<file path="src/rtl/core/fprm_pkg.sv">
// shared types and constants for the fragment playback ring manager
package fprm_pkg;

    localparam int FRAG_W    = 16;
    localparam int CFG_IDX_W = 1;
    localparam int CFG_W     = 16;
    localparam int EV_W      = 4;
    localparam int DSLOT_W   = 1;
    localparam int BSLOT_W   = 3;

    localparam logic [CFG_IDX_W-1:0] REG_FRAGMENT_BYTES = 1'b0;
    localparam logic [CFG_IDX_W-1:0] REG_WIDE_SAMPLES   = 1'b1;

    localparam logic CMD_WRITE = 1'b0;
    localparam logic CMD_IRQ   = 1'b1;

    typedef enum logic [EV_W-1:0] {
        EV_STARTED    = 4'd0,
        EV_DMA_FILLED = 4'd1,
        EV_OVF_FILLED = 4'd2,
        EV_MISMATCH   = 4'd3,
        EV_RETRY      = 4'd4,
        EV_IDLE       = 4'd5,
        EV_HALTED     = 4'd6,
        EV_MOVED      = 4'd7,
        EV_CONTINUE   = 4'd8
    } event_t;

    typedef enum logic {
        ST_IDLE = 1'b0,
        ST_HOLD = 1'b1
    } state_t;

    // datapath flags the controller decides on
    typedef struct packed {
        logic size_match;
        logic active;
        logic dma_room;
        logic ovf_valid;
        logic ovf_full;
        logic halt_next;
    } status_t;

    typedef struct packed {
        logic   take;
        event_t ev;
    } ctl_t;

endpackage

</file>
<file path="src/rtl/core/fprm_ctrl.sv">
// controller: handshake state machine and event decision
module fprm_ctrl (
    input  logic              clk,
    input  logic              rst_n,
    input  logic              in_valid,
    input  logic              command,
    input  logic              out_stall,
    input  fprm_pkg::status_t status,
    output fprm_pkg::ctl_t    ctl,
    output logic              in_stall,
    output logic              out_valid
);

    fprm_pkg::state_t state_reg;
    fprm_pkg::state_t state_next;
    fprm_pkg::event_t ev;
    logic             take;

    always_ff @(posedge clk or negedge rst_n)
    begin
        if (!rst_n)
        begin
            state_reg <= fprm_pkg::ST_IDLE;
        end
        else
        begin
            state_reg <= state_next;
        end
    end

    // event decision from the current bookkeeping
    always_comb
    begin
        if (command == fprm_pkg::CMD_WRITE)
        begin
            if (!status.size_match)
                ev = fprm_pkg::EV_MISMATCH;
            else if (!status.active)
                ev = fprm_pkg::EV_STARTED;
            else if (status.dma_room)
                ev = fprm_pkg::EV_DMA_FILLED;
            else if (!status.ovf_valid)
                ev = fprm_pkg::EV_OVF_FILLED;
            else if (status.ovf_full)
                ev = fprm_pkg::EV_RETRY;
            else
                ev = fprm_pkg::EV_OVF_FILLED;
        end
        else
        begin
            if (!status.active)
                ev = fprm_pkg::EV_IDLE;
            else if (status.halt_next)
                ev = fprm_pkg::EV_HALTED;
            else if (status.ovf_valid)
                ev = fprm_pkg::EV_MOVED;
            else
                ev = fprm_pkg::EV_CONTINUE;
        end
    end

    assign take = in_valid && !in_stall;

    always_comb
    begin
        state_next = state_reg;
        case (state_reg)
            fprm_pkg::ST_IDLE:
            begin
                if (take)
                    state_next = fprm_pkg::ST_HOLD;
            end
            fprm_pkg::ST_HOLD:
            begin
                // result beat leaves; a new beat may come in the same cycle
                if (!out_stall && !take)
                    state_next = fprm_pkg::ST_IDLE;
            end
            default:
            begin
                state_next = fprm_pkg::ST_IDLE;
            end
        endcase
    end

    always_comb
    begin
        in_stall  = 1'b0;
        out_valid = 1'b0;
        case (state_reg)
            fprm_pkg::ST_IDLE:
            begin
                in_stall  = 1'b0;
                out_valid = 1'b0;
            end
            fprm_pkg::ST_HOLD:
            begin
                in_stall  = out_stall;
                out_valid = 1'b1;
            end
            default:
            begin
                in_stall  = 1'b1;
                out_valid = 1'b0;
            end
        endcase
    end

    assign ctl.take = take;
    assign ctl.ev   = ev;

endmodule

</file>
<file path="src/rtl/core/fprm_datapath.sv">
// datapath: configuration, slot pointers and result register
module fprm_datapath #(
    parameter int DMA_SLOTS          = 2,
    parameter int OVERFLOW_SLOTS     = 8,
    parameter int MAX_FRAGMENT_BYTES = 32768
) (
    input  logic                                clk,
    input  logic                                rst_n,
    input  logic                                cfg_write,
    input  logic [fprm_pkg::CFG_IDX_W-1:0]      cfg_index,
    input  logic [fprm_pkg::CFG_W-1:0]          cfg_data,
    input  logic [fprm_pkg::FRAG_W-1:0]         byte_count,
    input  fprm_pkg::ctl_t                      ctl,
    output fprm_pkg::status_t                   status,
    output logic [fprm_pkg::EV_W-1:0]           event_code,
    output logic [fprm_pkg::DSLOT_W-1:0]        dma_slot,
    output logic [fprm_pkg::BSLOT_W-1:0]        buffer_slot,
    output logic                                halt_wide,
    output logic                                playing
);

    localparam int DMA_W = (DMA_SLOTS > 1) ? $clog2(DMA_SLOTS) : 1;
    localparam int OVF_W = (OVERFLOW_SLOTS > 1) ? $clog2(OVERFLOW_SLOTS) : 1;
    localparam logic [DMA_W-1:0] DMA_LAST = DMA_W'(DMA_SLOTS - 1);
    localparam logic [OVF_W-1:0] OVF_LAST = OVF_W'(OVERFLOW_SLOTS - 1);
    localparam logic [fprm_pkg::FRAG_W-1:0] FRAG_RESET =
        fprm_pkg::FRAG_W'(MAX_FRAGMENT_BYTES);

    logic [fprm_pkg::FRAG_W-1:0]  frag_reg;
    logic                         wide_reg;
    logic                         active_reg;
    logic [DMA_W-1:0]             play_reg;
    logic [DMA_W-1:0]             fill_reg;
    logic                         ovf_valid_reg;
    logic [OVF_W-1:0]             rd_reg;
    logic [OVF_W-1:0]             wr_reg;

    logic                         active_next;
    logic [DMA_W-1:0]             play_next;
    logic [DMA_W-1:0]             fill_next;
    logic                         ovf_valid_next;
    logic [OVF_W-1:0]             rd_next;
    logic [OVF_W-1:0]             wr_next;

    logic [fprm_pkg::EV_W-1:0]    event_reg;
    logic [DMA_W-1:0]             dslot_reg;
    logic [OVF_W-1:0]             bslot_reg;
    logic                         hw_reg;
    logic [DMA_W-1:0]             dslot_next;
    logic [OVF_W-1:0]             bslot_next;
    logic                         hw_next;

    logic [DMA_W-1:0]             play_inc;
    logic [DMA_W-1:0]             fill_inc;
    logic [OVF_W-1:0]             rd_inc;
    logic [OVF_W-1:0]             wr_inc;
    logic [OVF_W+fprm_pkg::BSLOT_W-1:0] bslot_ext;

    function automatic logic [DMA_W-1:0] next_dma(input logic [DMA_W-1:0] s);
        next_dma = (s == DMA_LAST) ? '0 : s + DMA_W'(1);
    endfunction

    function automatic logic [OVF_W-1:0] next_ovf(input logic [OVF_W-1:0] s);
        next_ovf = (s == OVF_LAST) ? '0 : s + OVF_W'(1);
    endfunction

    // configuration registers
    always_ff @(posedge clk or negedge rst_n)
    begin
        if (!rst_n)
        begin
            frag_reg <= FRAG_RESET;
            wide_reg <= 1'b0;
        end
        else if (cfg_write)
        begin
            if (cfg_index == fprm_pkg::REG_FRAGMENT_BYTES)
                frag_reg <= cfg_data;
            else if (cfg_index == fprm_pkg::REG_WIDE_SAMPLES)
                wide_reg <= cfg_data[0];
        end
    end

    assign play_inc = next_dma(play_reg);
    assign fill_inc = next_dma(fill_reg);
    assign rd_inc   = next_ovf(rd_reg);
    assign wr_inc   = next_ovf(wr_reg);

    assign status.size_match = (byte_count == frag_reg);
    assign status.active     = active_reg;
    assign status.dma_room   = (play_reg != fill_reg);
    assign status.ovf_valid  = ovf_valid_reg;
    assign status.ovf_full   = (rd_reg == wr_reg);
    assign status.halt_next  = (play_inc == fill_reg);

    always_comb
    begin
        active_next    = active_reg;
        play_next      = play_reg;
        fill_next      = fill_reg;
        ovf_valid_next = ovf_valid_reg;
        rd_next        = rd_reg;
        wr_next        = wr_reg;
        dslot_next     = '0;
        bslot_next     = '0;
        hw_next        = 1'b0;
        case (ctl.ev)
            fprm_pkg::EV_STARTED:
            begin
                active_next = 1'b1;
                play_next   = '0;
                fill_next   = next_dma('0);
            end
            fprm_pkg::EV_DMA_FILLED:
            begin
                dslot_next = fill_reg;
                fill_next  = fill_inc;
            end
            fprm_pkg::EV_OVF_FILLED:
            begin
                // an empty overflow ring always restarts at slot 0
                if (!ovf_valid_reg)
                begin
                    ovf_valid_next = 1'b1;
                    rd_next        = '0;
                    wr_next        = next_ovf('0);
                end
                else
                begin
                    bslot_next = wr_reg;
                    wr_next    = wr_inc;
                end
            end
            fprm_pkg::EV_HALTED:
            begin
                play_next   = play_inc;
                active_next = 1'b0;
                hw_next     = wide_reg;
            end
            fprm_pkg::EV_MOVED:
            begin
                play_next  = play_inc;
                dslot_next = fill_reg;
                bslot_next = rd_reg;
                rd_next    = rd_inc;
                fill_next  = fill_inc;
                if (rd_inc == wr_reg)
                    ovf_valid_next = 1'b0;
            end
            fprm_pkg::EV_CONTINUE:
            begin
                play_next = play_inc;
            end
            default:
            begin
                active_next = active_reg;
            end
        endcase
    end

    always_ff @(posedge clk or negedge rst_n)
    begin
        if (!rst_n)
        begin
            active_reg    <= 1'b0;
            play_reg      <= '0;
            fill_reg      <= '0;
            ovf_valid_reg <= 1'b0;
            rd_reg        <= '0;
            wr_reg        <= '0;
        end
        else if (ctl.take)
        begin
            active_reg    <= active_next;
            play_reg      <= play_next;
            fill_reg      <= fill_next;
            ovf_valid_reg <= ovf_valid_next;
            rd_reg        <= rd_next;
            wr_reg        <= wr_next;
        end
    end

    // result beat, held until taken
    always_ff @(posedge clk)
    begin
        if (ctl.take)
        begin
            event_reg <= ctl.ev;
            dslot_reg <= dslot_next;
            bslot_reg <= bslot_next;
            hw_reg    <= hw_next;
        end
    end

    assign bslot_ext   = {{fprm_pkg::BSLOT_W{1'b0}}, bslot_reg};
    assign event_code  = event_reg;
    assign dma_slot    = dslot_reg[fprm_pkg::DSLOT_W-1:0];
    assign buffer_slot = bslot_ext[fprm_pkg::BSLOT_W-1:0];
    assign halt_wide   = hw_reg;
    assign playing     = active_reg;

    a_start_rewinds: assert property (@(posedge clk) disable iff (!rst_n)
        ctl.take && ctl.ev == fprm_pkg::EV_STARTED |=> active_reg && play_reg == '0)
        else $error("start did not rewind play slot");

    a_halt_stops: assert property (@(posedge clk) disable iff (!rst_n)
        ctl.take && ctl.ev == fprm_pkg::EV_HALTED |=> !active_reg)
        else $error("halt left playback active");

    a_retry_keeps: assert property (@(posedge clk) disable iff (!rst_n)
        ctl.take && ctl.ev == fprm_pkg::EV_RETRY |=>
            $stable(wr_reg) && $stable(rd_reg) && $stable(fill_reg) && $stable(play_reg))
        else $error("retry changed slot pointers");

    a_move_needs_data: assert property (@(posedge clk) disable iff (!rst_n)
        ctl.take && ctl.ev == fprm_pkg::EV_MOVED |-> ovf_valid_reg && active_reg)
        else $error("move without overflow data");

endmodule

</file>
<file path="src/rtl/core/fragment_playback_ring_manager_unit.sv">
// Fragment playback ring manager: slot bookkeeping for a DMA ring and an
// overflow ring of audio fragments. Each input beat (a fragment write or a
// completion interrupt) yields exactly one result beat. The bookkeeping
// updates in the cycle a beat is accepted and the result sits in an output
// register; a new beat is taken in the same cycle the previous result leaves,
// so the block sustains one beat per cycle when the result side does not
// stall; results appear the cycle after acceptance. Configuration writes
// go straight to their registers and should only be made while idle.
module fragment_playback_ring_manager_unit #(
    parameter int DMA_SLOTS          = 2,
    parameter int OVERFLOW_SLOTS     = 8,
    parameter int MAX_FRAGMENT_BYTES = 32768
) (
    input  logic                                clk,
    input  logic                                rst_n,
    input  logic                                cfg_write,
    input  logic [fprm_pkg::CFG_IDX_W-1:0]      cfg_index,
    input  logic [fprm_pkg::CFG_W-1:0]          cfg_data,
    input  logic                                in_valid,
    output logic                                in_stall,
    input  logic                                command,
    input  logic [fprm_pkg::FRAG_W-1:0]         byte_count,
    output logic                                out_valid,
    input  logic                                out_stall,
    output logic [fprm_pkg::EV_W-1:0]           event_code,
    output logic [fprm_pkg::DSLOT_W-1:0]        dma_slot,
    output logic [fprm_pkg::BSLOT_W-1:0]        buffer_slot,
    output logic                                halt_wide,
    output logic                                playing
);

    fprm_pkg::status_t status;
    fprm_pkg::ctl_t    ctl;

    fprm_ctrl u_ctrl (
        .clk       (clk),
        .rst_n     (rst_n),
        .in_valid  (in_valid),
        .command   (command),
        .out_stall (out_stall),
        .status    (status),
        .ctl       (ctl),
        .in_stall  (in_stall),
        .out_valid (out_valid)
    );

    fprm_datapath #(
        .DMA_SLOTS          (DMA_SLOTS),
        .OVERFLOW_SLOTS     (OVERFLOW_SLOTS),
        .MAX_FRAGMENT_BYTES (MAX_FRAGMENT_BYTES)
    ) u_datapath (
        .clk         (clk),
        .rst_n       (rst_n),
        .cfg_write   (cfg_write),
        .cfg_index   (cfg_index),
        .cfg_data    (cfg_data),
        .byte_count  (byte_count),
        .ctl         (ctl),
        .status      (status),
        .event_code  (event_code),
        .dma_slot    (dma_slot),
        .buffer_slot (buffer_slot),
        .halt_wide   (halt_wide),
        .playing     (playing)
    );

endmodule
</file>
<file path="config.mk">
export PLATFORM = sky130hd
export DESIGN_NAME = fragment_playback_ring_manager_unit
export DESIGN_NICKNAME = d
export VERILOG_FILES = /design/src/rtl/core/fprm_pkg.sv /design/src/rtl/core/fprm_ctrl.sv /design/src/rtl/core/fprm_datapath.sv /design/src/rtl/core/fragment_playback_ring_manager_unit.sv
export SDC_FILE = /design/constraint.sdc
export NUM_CORES = 1
export LEC_CHECK = 0
export ABC_AREA = 1
export BUFFER_PORTS_ARGS = -buffer_cell sky130_fd_sc_hd__buf_2
export CAP_MARGIN = 20
export CORE_MARGIN = 2
export CORE_UTILIZATION = 30
export CTS_CLUSTER_DIAMETER = 150
export DETAILED_ROUTE_END_ITERATION = 10
export HOLD_SLACK_MARGIN = 0.1
export PLACE_DENSITY = 0.52
export RECOVER_POWER = 100
export SLEW_MARGIN = 10
export SYNTH_ARGS = -nofsm -noshare
export SYNTH_HDL_FRONTEND = slang
export SYNTH_SLANG_ARGS = --single-unit
</file>
<file path="constraint.sdc">
create_clock -name clk -period 3.6 [get_ports clk]
set_input_delay 0 -clock clk [delete_from_list [all_inputs] [get_ports clk]]
set_output_delay 0 -clock clk [all_outputs]
set_load 0.02 [all_outputs]
</file>
-- Yosys cells after proc, flatten, opt, wreduce, memory -nomap -nowiden
Cells that the tools add are included.
- reductions and logical operators: 20
- bitwise logic cells: 2
- equality and inequality tests: 14
- add/subtract/negate cells: 4
- mux-type cells: 28
- operators with widths (operator ; number):
    $mux 4 ; 8
    $mux 3 ; 6
    $eq 16x16->1 ; 1
    $pmux 1 s2 ; 7
    $pmux 3 s2 ; 2
    $reduce_and 2->1 ; 6
    $eq 4x3->1 const B ; 2
    $reduce_bool 2->1 ; 4
    $add 3x1->3 const B ; 2
    $eq 3x3->1 ; 2
    $eq 3x3->1 const B ; 2
    $reduce_and 3->1 ; 2
    $mux 1 ; 5
    $eq 4x1->1 const B ; 1
    $eq 4x2->1 const B ; 1
    $eq 4x4->1 const B ; 1
    $logic_not 4->1 ; 1
    $logic_not 1->1 ; 3
    $reduce_or 3->1 ; 1
    $add 1x1->1 const B ; 2
    $logic_and 1x1->1 ; 2
    $ne 2x1->1 const B ; 1
    $ne 2x2->1 const B ; 1
    $not 1->1 ; 2
    other kinds (3) ; 3
- output and inout bits: 12
- word-level logic and storage cells: 81
- input port bits: 39
- flip-flop bits (word level): 37

-- Logic depth before layout (Yosys ltp)
Gate-level depths: netlist (run 1).
- depth after elaboration: 11
- mapped depth: 14
- depth with buffers taken out: 14

-- By module
From an unflattened synthesis (run 1), not the netlist that was laid out.
- cells, all modules: 235
- area, all modules: 2058.2 um^2
- modules (own cells, without submodules) (module ; cells an instance ; times used ; sequential area each (um^2) ; area an instance (um^2)):
    fprm_datapath ; 204 ; 1 ; 947.2 ; 1909.3
    fprm_ctrl ; 31 ; 1 ; 25.0 ; 148.9

-- Worst setup path after synthesis (run 1)
No wires, ideal clock.
- kind: reg2reg
- start: register u_datapath.frag_reg[15] (netlist name)
- end: register u_datapath.bslot_reg[0] (netlist: u_datapath.buffer_slot[0]), data pin
- path slack: 1934 ps
- cell stages (with the launch flop): 14
- data arrival time: 1405 ps
- library setup time: 261 ps
- cells stage by stage: dfstp_2 -> nand2_1 -> inv_1 -> nor2_1 -> nor2_1 -> nand2_1 -> nor2_2 -> nand2_1 -> nor2_2 -> nor2_4 -> nand2_4 -> inv_1 -> nand2_1 -> o21ai_0
- RTL lines (item ; RTL line ; RTL):
    start, declared ; fprm_datapath.sv:29 ; logic [fprm_pkg::FRAG_W-1:0] frag_reg;
    start signal, assigned ; fprm_datapath.sv:78 ; frag_reg <= cfg_data;
    end signal, assigned ; fprm_datapath.sv:190 ; bslot_reg <= bslot_next;
    end, declared ; fprm_datapath.sv:47 ; logic [OVF_W-1:0] bslot_reg;

-- Worst setup path after layout (run 1)
- start: register u_ctrl.state_reg
- end: register u_datapath.wr_reg[2]
- longest elaborated chain between the ends: 5
- ends and longest elaborated chain (item ; RTL line ; RTL):
    start, declared ; fprm_ctrl.sv:14 ; fprm_pkg::state_t state_reg;
    start signal, assigned ; fprm_ctrl.sv:23 ; state_reg <= fprm_pkg::ST_IDLE;
    start signal, assigned ; fprm_ctrl.sv:27 ; state_reg <= state_next;
    $not 1->1 ; fprm_ctrl.sv:90 ; case (state_reg)
    $pmux 1 s2 * ; fprm_ctrl.sv:90 ;
    $logic_not 1->1 * ; fprm_ctrl.sv:62 ; assign take = in_valid && !in_stall;
    $logic_and 1x1->1 * ; fprm_ctrl.sv:62 ;
    $reduce_and 2->1 (no line) * ; n/a ;
    end signal, assigned ; fprm_datapath.sv:179 ; wr_reg <= wr_next;
    end, declared ; fprm_datapath.sv:36 ; logic [OVF_W-1:0] wr_reg;
Mark *: on every way between the ends. The rest lies on a longest branch, timed or not.
A chain may end at the register's enable or synchronous reset.

==> results of run 1 <==
power by group through the flow:
stage               Clock [mW]  Sequential (mW)  Combinational, mW
floorplan                    0            0.617              0.400
global placement             0            0.628              0.518
detailed placement           0            0.629              0.521
CTS                      0.300            0.621              0.541
global route             0.321            0.631              0.594
finish                   0.289            0.618              0.502
worst max-delay path: cells and delay by family, from the launching register on:
kind,cells,cell delay (ns)
AND/OR/NAND/NOR,4,0.65
AO/OA/AOI/OAI,1,0.09
buffers and inverters,3,1.00
flip-flops,1,0.39
timing repair:
item                                    in CTS  in global routing
endpoints found under the hold margin       45                  0
hold buffers                                21                  0
buffers inserted                             0                  0
endpoints found under the setup margin       0                  0
synth_stat cells:
library cell | number | area, um2
nand2_1 | 74 | 278
inv_1 | 46 | 173
nor2_1 | 41 | 154
dfrtp_1 | 27 | 676
a21oi_1 | 11 | 55.1
edfxtp_1 | 9 | 270
o21ai_0 | 8 | 40.0
mux2_2 | 7 | 78.8
nand3_1 | 7 | 35.0
ha_1 | 4 | 50.1
inv_2 | 4 | 15.0
nor2_2 | 4 | 25.0
o21ai_1 | 4 | 20.0
nand2_2 | 3 | 18.8
nand4_1 | 3 | 18.8
xor2_1 | 3 | 26.3
clkbuf_1 | 2 | 7.51
nand3b_1 | 2 | 15.0
nor2_4 | 2 | 22.5
o22ai_1 | 2 | 12.5
a31oi_1 | 1 | 6.26
buf_2 | 1 | 5.00
buf_4 | 1 | 7.51
dfstp_2 | 1 | 26.3
nand2_4 | 1 | 11.3
nand3_2 | 1 | 10.0
nand3_4 | 1 | 17.5
nand4_4 | 1 | 21.3
nor2_8 | 1 | 20.0
nor3_1 | 1 | 5.00
xnor2_1 | 1 | 8.76
metal layers:
metal | share of wire [%] | GRT usage, %
met5 | 0 | 0
met3 | 3.3 | 3.17
met4 | 1.4 | 4.13
met2 | 48 | 22.6
met1 | 47 | 16.3
logic make-up after synthesis:
| logic type | synth area share, % |
|---|---|
| AO/OA/AOI/OAI | 6.29 |
| XOR/XNOR | 1.65 |
| adder cells (fa/ha/maj) | 2.35 |
| buffers and inverters | 9.75 |
| flip-flops | 45.7 |
| multiplexers | 3.70 |
| AND/OR/NAND/NOR | 30.6 |
path summary, 6_finish.rpt:
check	start	endpoint	slack, ns	cells after the start
max reg2reg	u_ctrl.state_reg	u_datapath.wr_reg[2]	1.39	8
min in group asynchronous	rst_n	u_datapath.frag_reg[11]	0.65	2
max in group asynchronous	rst_n	u_datapath.play_reg	2.03	2
max	u_ctrl.state_reg	u_datapath.wr_reg[2]	1.39	8
min reg2reg	u_datapath.frag_reg[13]	u_datapath.frag_reg[13]	0.53	1
min	command	u_datapath.play_reg	0.13	5
layout make-up:
| type | instances | area, um2 | area share [%] |
|---|---|---|---|
| inverters | 50 | 188 | 6.93 |
| clock buffers | 5 | 68.8 | 2.54 |
| well taps | 96 | 120 | 4.43 |
| flip-flops and latches | 37 | 972 | 35.9 |
| multi-input cells | 183 | 898 | 33.1 |
| repair buffers | 72 | 447 | 16.5 |
| clock inverters | 3 | 16.3 | 0.600 |
==> results by group, run 1 <==
Setup path
  • Crit Path Max Fanout: 19
  • CP max stage delay: 0.73 ns
  • WS Path Type: register to register
  • Setup crit end kind: register
  • Crit path cell chain: nand2_1 > inv_1 > nor2_1 > clkbuf_1 > inv_1 > nor2_1 > nand3_1 > o21ai_0
  • CP Data Required Time: 3.81 ns
  • CP arrival: 2.42 ns
  • Critical-path top delay cell: clkbuf_1
  • Startpoint types: register

Power
  • Logic pwr share: a little over a third
  • Psw: around 0.55 mW
  • Pint: 0.861 mW
  • Sw Share: roughly two fifths
  • Pwr dens: 520 nW/um2
  • Overall power: 1.41 mW
  • P_leak: 1.43 nW
  • Reg power frac: 43.8%
  • Peak supply drop: 0.182 mV
  • Clk network pwr share: 20.5%

Final layout
  • FILL cells: 752
  • Area growth from synthesis to layout: 27.3%
  • Commonest non-fill, non-tap cell in the layout: nand2_1
  • Fin area: 2710 um2
  • N_diodes: 0
  • Max reg flops: 16
  • Fin cells: approximately 450
  • Most frequent cells in the layout: 75 x nand2_1, 46 x inv_1, 45 x nor2_1
  • Final net count: approximately 390
  • Fin util: 39.7%
  • Layout cell share with drive strength beyond 1: 17.7%

Detailed routing
  • Drt via density: between 4 and 5
  • DR iter-0 viols: 109
  • Total wire length: between 4000 and 5000 um
  • WL per Instance: 10.4 um
  • Number of detailed-route iterations in the first pass: 4
  • Via count: 1879
  • Final ANT Viol Nets: 0
  • DRC Markers: 0

STA
  • Setup TNS: 0 ns
  • Slew margin rel.: -4.96%
  • Slew @ Worst Pin: around 1.6 ns
  • Final WS setup: 1.39 ns
  • Fin crit share: 61.4%
  • Fmax: approximately 0.45 GHz
  • Setup violations, final: 0
  • Final Hold Fails: 0
  • Tmin final: 2.21 ns
  • RSZ-0062 raised after global routing: no
  • Clock Skew: 0.00453 ns
  • Final Slew Violations: 29
  • Hold_ws: 0.132 ns

Clock tree
  • # H-tree levels: 2
  • Resize count post-CTS: 0
  • Bufs on Longest Clock Path: 2
  • CTS buffer count: 5
  • Clock sinks: 37
  • Clk pin slew, worst setup/hold paths: 0.08 ns
  • Clk_lat worst skew: 0.29 ns
  • CTS tree: yes
  • Root buf cell: clkbuf_8

Global routing
  • Largest net degree at the start of global routing: 29
  • Vias in the first global route: 1790
  • Initial antenna violation count: 0
  • First-pass GRT wire length: 7890 um
  • Grt ovf: 0
  • GRT Util Overall: 13.1%

Synthesis
  • Synth warnings: 0
  • Synth unique cells: 31
  • Mapped Area: around 2100 um2
  • Yosys reg bits: 37
  • Synth Net Count: 317
  • Post-Synthesis Cells: between 200 and 300
  • Syn Area/Cell: 7.77 um2
  • Seq/Total Area, Yosys: 45.7%

Floorplan
  • Initial core utilization: 31.2%
  • Core area: between 6000 and 7000 um2
  • DIE WIDTH: 88.3 um
  • # IOs: 51
  • Chip height: 88.3 um
  • Row count: 30
  • Total die area: 7790 um2

Place
  • Pre-CTS setup slack: 1.79 ns
  • Dpl cell area: 2490 um2
  • GP Congestion: 0.789
  • Port bufs: 50
  • Post-DP HPWL: 3340 um
  • Placed insts: 417

Job
  • Max-cap viol count: 1

Run status
  • Status: complete, but fails checks
  • Failing checks: capacitance limit, slew limit

Hold path
  • Worst Hold Class: input port to register
(Power assumes the default switching activity.)
==> run 2: changes to the inputs <==
- ABC_AREA: 1 -> 0
- PLACE_DENSITY: 0.52 -> 0.53
- clock period: 3.6 -> 2.26 ns (I/O delays scaled with it)
==> run 2 against run 1 <==
Compared with the run above: the flow still finishes with violations (capacitance limit, slew limit); first-iteration DRC count down 26%; design area fell by 5.9%; sequential share of layout area is 2.2 points higher; highest routed layer unchanged; worst setup slack lost 1.2 ns; non-clock buffer count grew 6; synthesized cell count is 43% lower.
==> results by group, run 2 <==
Run status
  • Status: complete, but fails checks (unchanged)
  • Failing checks: capacitance limit, slew limit (unchanged)

Final layout
  • Fin area: 2550 um2 (was 2710 um2)
  • Commonest non-fill, non-tap cell in the layout: buf_2 (was nand2_1)
  • Register Area: 972 um2 (unchanged)
  • Most frequent cells in the layout: 37 x buf_2, 27 x dfrtp_1, 21 x xnor2_1, 21 x dlygate4sd3_1, 17 x mux2_2 (was 75 x nand2_1, 46 x inv_1, 45 x nor2_1)
  • Area growth from synthesis to layout: 35.3% (was 27.3%)
  • Multi-input logic area: 861 um2 (was 898 um2)
  • N_diodes: 0 (unchanged)
  • Final net count: 276 (was 392)
  • Max reg flops: 16 (unchanged)
  • FILL cells: 614 (was 752)
  • Fin cells: 309 (was 446)
  • Layout cell share with drive strength beyond 1: 29.5% (was 17.7%)

Synthesis
  • Simple-gate share of the synthesized area: 11.0% (was 30.6%)
  • Mux share of post-synthesis cell area: 12.0% (was 3.70%)
  • Yosys reg bits: 37 (unchanged)
  • Top_reg_cell synth: dfrtp_1 (unchanged)
  • XOR/XNOR Fraction of Synth Area: 11.1% (was 1.65%)
  • Post-synth EDFFs: 9 (unchanged)
  • Post-Synthesis Cells: 155 (was 274)
  • Post-synth ARST share: 75.7% (unchanged)
  • Synth Area in Adders: 2.65% (was 2.35%)
  • Seq/Total Area, Yosys: 51.6% (was 45.7%)
  • Synth top area cells: dfrtp_1 36%, edfxtp_1 14%, mux2_2 10%, xnor2_1 9.8%, ha_1 2.7% (was dfrtp_1 32%, nand2_1 13%, edfxtp_1 13%, inv_1 8.1%, nor2_1 7.2%)
  • Syn Area/Cell: 12.2 um2 (was 7.77 um2)
  • Top-area cell type share of the netlist area: 35.8% (was 31.7%)
  • Synth warnings: 0 (unchanged)
  • Mapped Area: 1890 um2 (was 2130 um2)
  • Most numerous cell in the Yosys netlist: dfrtp_1 (was nand2_1)
  • Synth unique cells: 39 (was 31)
  • Commonest cells in the netlist: 27 x dfrtp_1, 21 x xnor2_1, 17 x mux2_2, 10 x nand2_1, 9 x edfxtp_1 (was 74 x nand2_1, 46 x inv_1, 41 x nor2_1, 27 x dfrtp_1, 11 x a21oi_1)
  • Synth Net Count: 198 (was 317)
  • Compound-cell area share of the yosys netlist: 9.02% (was 6.29%)
  • Largest family of logic cells by synthesized area: multiplexers (was simple AND/OR/NAND/NOR gates)
  • Largest area contributor in the netlist: dfrtp_1 (unchanged)

Setup path
  • R2R depth: 7 (was 8)
  • CP max stage delay: 0.54 ns (was 0.73 ns)
  • Crit Path Max Fanout: 5 (was 19)
  • Register-to-register setup slack: 0.16 ns (was 1.39 ns)
  • Setup crit end kind: register (unchanged)
  • Reg2reg end: u_datapath.dma_slot (was u_datapath.wr_reg[2])
  • WS Path Type: register to register (unchanged)
  • Critical path's top delay family: simple AND/OR/NAND/NOR gates (was buffers and inverters)
  • CP arrival: 2.14 ns (was 2.42 ns)
  • Critical-path top delay cell: dfstp_2 (was clkbuf_1)
  • FF-to-FF Start: u_datapath.frag_reg[15] (was u_ctrl.state_reg)
  • Startpoint types: register (unchanged)
  • CP bufs+invs: 1 (was 3)
  • CP Data Required Time: 2.31 ns (was 3.81 ns)
  • Crit path cell chain: xnor2_1 > nand4_1 > nor4_4 > clkbuf_4 > a32oi_1 > a21boi_0 > and2_0 (was nand2_1 > inv_1 > nor2_1 > clkbuf_1 > inv_1 > nor2_1 > nand3_1 > o21ai_0)

STA
  • Final Hold Fails: 0 (unchanged)
  • Slew margin rel.: -8.60% (was -4.96%)
  • Slew @ Worst Pin: 1.63 ns (was 1.57 ns)
  • Final Slew Violations: 29 (unchanged)
  • Fmax: 0.477 GHz (was 0.452 GHz)
  • Final WS setup: 0.162 ns (was 1.39 ns)
  • RSZ-0062 raised after global routing: no (unchanged)
  • Clock Skew: 0.00672 ns (was 0.00453 ns)
  • Setup TNS: 0 ns (unchanged)
  • Setup violations, final: 0 (unchanged)
  • Tmin final: 2.10 ns (was 2.21 ns)
  • Fin crit share: 92.8% (was 61.4%)

Power
  • Peak supply drop: 0.302 mV (was 0.182 mV)
  • P_leak: 1.09 nW (was 1.43 nW)
  • Pwr dens: 675 nW/um2 (was 520 nW/um2)

Detailed routing
  • Total wire length: 4020 um (was 4630 um)
  • Via count: 1454 (was 1879)
  • Drt via density: 4.71 (was 4.21)
  • Final ANT Viol Nets: 0 (unchanged)
  • DRC Markers: 0 (unchanged)
  • DR iter-0 viols: 81 (was 109)
  • WL per Instance: 13.0 um (was 10.4 um)
  • Number of detailed-route iterations in the first pass: 4 (unchanged)

Clock tree
  • Clock sinks: 37 (unchanged)
  • Clk pin slew, worst setup/hold paths: 0.08 ns (about the same)
  • Root buf cell: clkbuf_8 (unchanged)
  • Bufs on Longest Clock Path: 2 (unchanged)
  • CTS buffer count: 5 (unchanged)
  • CTS tree: yes (unchanged)
  • # H-tree levels: 2 (unchanged)
  • Clk_lat worst skew: 0.29 ns (about the same)

Place
  • Post-DP HPWL: 2910 um (was 3340 um)
  • Port bufs: 50 (unchanged)
  • GP Congestion: 0.724 (was 0.789)
  • Dpl cell area: 2230 um2 (was 2490 um2)
  • Pre-CTS setup slack: 0.185 ns (was 1.79 ns)
  • Placed insts: 277 (was 417)

Job
  • Max-cap viol count: 1 (unchanged)

Hold path
  • Hold path start: out_stall (was command)
  • Worst Hold Class: input port to register (unchanged)
  • Worst Hold Depth: 5 (unchanged)
  • Worst Hold End: u_datapath.playing (was u_datapath.play_reg)

Global routing
  • Vias in the first global route: 1428 (was 1790)
  • Grt ovf: 0 (unchanged)
  • Global route hottest layer: met2 (unchanged)
  • GRT Util Overall: 12.1% (was 13.1%)
  • GRT met2 Usage: 18.7% (was 22.6%)
  • Global routing usage on met3: 3.88% (was 3.17%)
  • Met1 Use GR: 15.7% (was 16.3%)
  • First-pass GRT wire length: 6730 um (was 7890 um)
  • Largest net degree at the start of global routing: 29 (unchanged)
  • Initial antenna violation count: 0 (unchanged)

Floorplan
  • # IOs: 51 (unchanged)
  • Chip height: 83.3 um (was 88.3 um)
  • DIE WIDTH: 83.3 um (was 88.3 um)
  • Row count: 28 (was 30)
  • Core area: 5990 um2 (was 6830 um2)
  • Initial core utilization: 31.5% (was 31.2%)
  • Total die area: 6940 um2 (was 7790 um2)
## run 2: cell count changes after synthesis, sizes merged, moves of 8 or more
cell,previous run,this run
a21oi,11,3
nand3,9,1
mux2,7,18
nor2,48,4
xnor2,1,21
inv,50,4
nand2,78,10
## run 2: cell families (layout without fill, tap and decap cells)
family          count (synthesis)  in the layout
flops                          37             37
fa+ha+maj                       4              4
compound gates                 24             24
mux                            20             20
buf+inv                        11             90
xor+xnor                       24             24
simple gates                   35             35
## run 2: worst max-delay path by stage
stage                       startpoint                   end  slack [ns]  cells after the start
3_5_place_dp   u_datapath.frag_reg[11]  u_datapath.wr_reg[0]        0.19                      6
4_1_cts        u_datapath.frag_reg[11]  u_datapath.wr_reg[1]        0.17                      7
3_3_place_gp    u_datapath.frag_reg[8]  u_datapath.wr_reg[0]        0.24                      6
2_1_floorplan  u_datapath.frag_reg[14]  u_datapath.wr_reg[0]        0.33                      7
5_1_grt            u_datapath.fill_reg  u_datapath.wr_reg[0]        0.03                      6
6_report       u_datapath.frag_reg[15]   u_datapath.dma_slot        0.16                      7
## run 2: cell type report
cell class	count	area share, %
clock buffers	7	3.38
repair buffers	78	19.3
clock inverters	1	1.18
multi-input cells	107	33.7
inverters	4	0.589
well taps	75	3.68
flip-flops and latches	37	38.1
## run 2: per-stage QoR
step                      hold WS, ns  util [%]  total power, mW
after floorplan                -0.296         -             1.02
after global placement         0.0765      37.2             1.11
after detailed placement       0.0804      37.2             1.12
after CTS                       0.175      42.6             1.75
after global routing            0.213      42.6             1.82
final                           0.172      42.6             1.72
## run 2: repair_timing
| item | CTS | global route |
|---|---|---|
| resized for setup | 0 | 0 |
| hold buffers | 21 | 0 |
| buffers inserted | 0 | 3 |
| hold endpoints to repair | 47 | 0 |
| endpoints found under the setup margin | 0 | 2 |
## run 2: routing by layer
metal	wire (um)	part of all wire [%]
met4	53	1.3
met1	1830	45
met5	0	0
met2	1960	49
met3	184	4.6
## run 2: power by group
part / internal (mW) / switching (mW) / total [mW]
Combinational: 0.167 / 0.147 / 0.314
Clock: 0.360 / 0.238 / 0.598
Sequential: 0.758 / 0.0522 / 0.811
Total: 1.29 / 0.437 / 1.72
## run 2: tightest hold or removal path: stages
cell,delay (ns)
buf_2,0.07
nand2_1,0.08
nand2_1,0.12
o21ai_0,0.08
o21ai_0,0.08
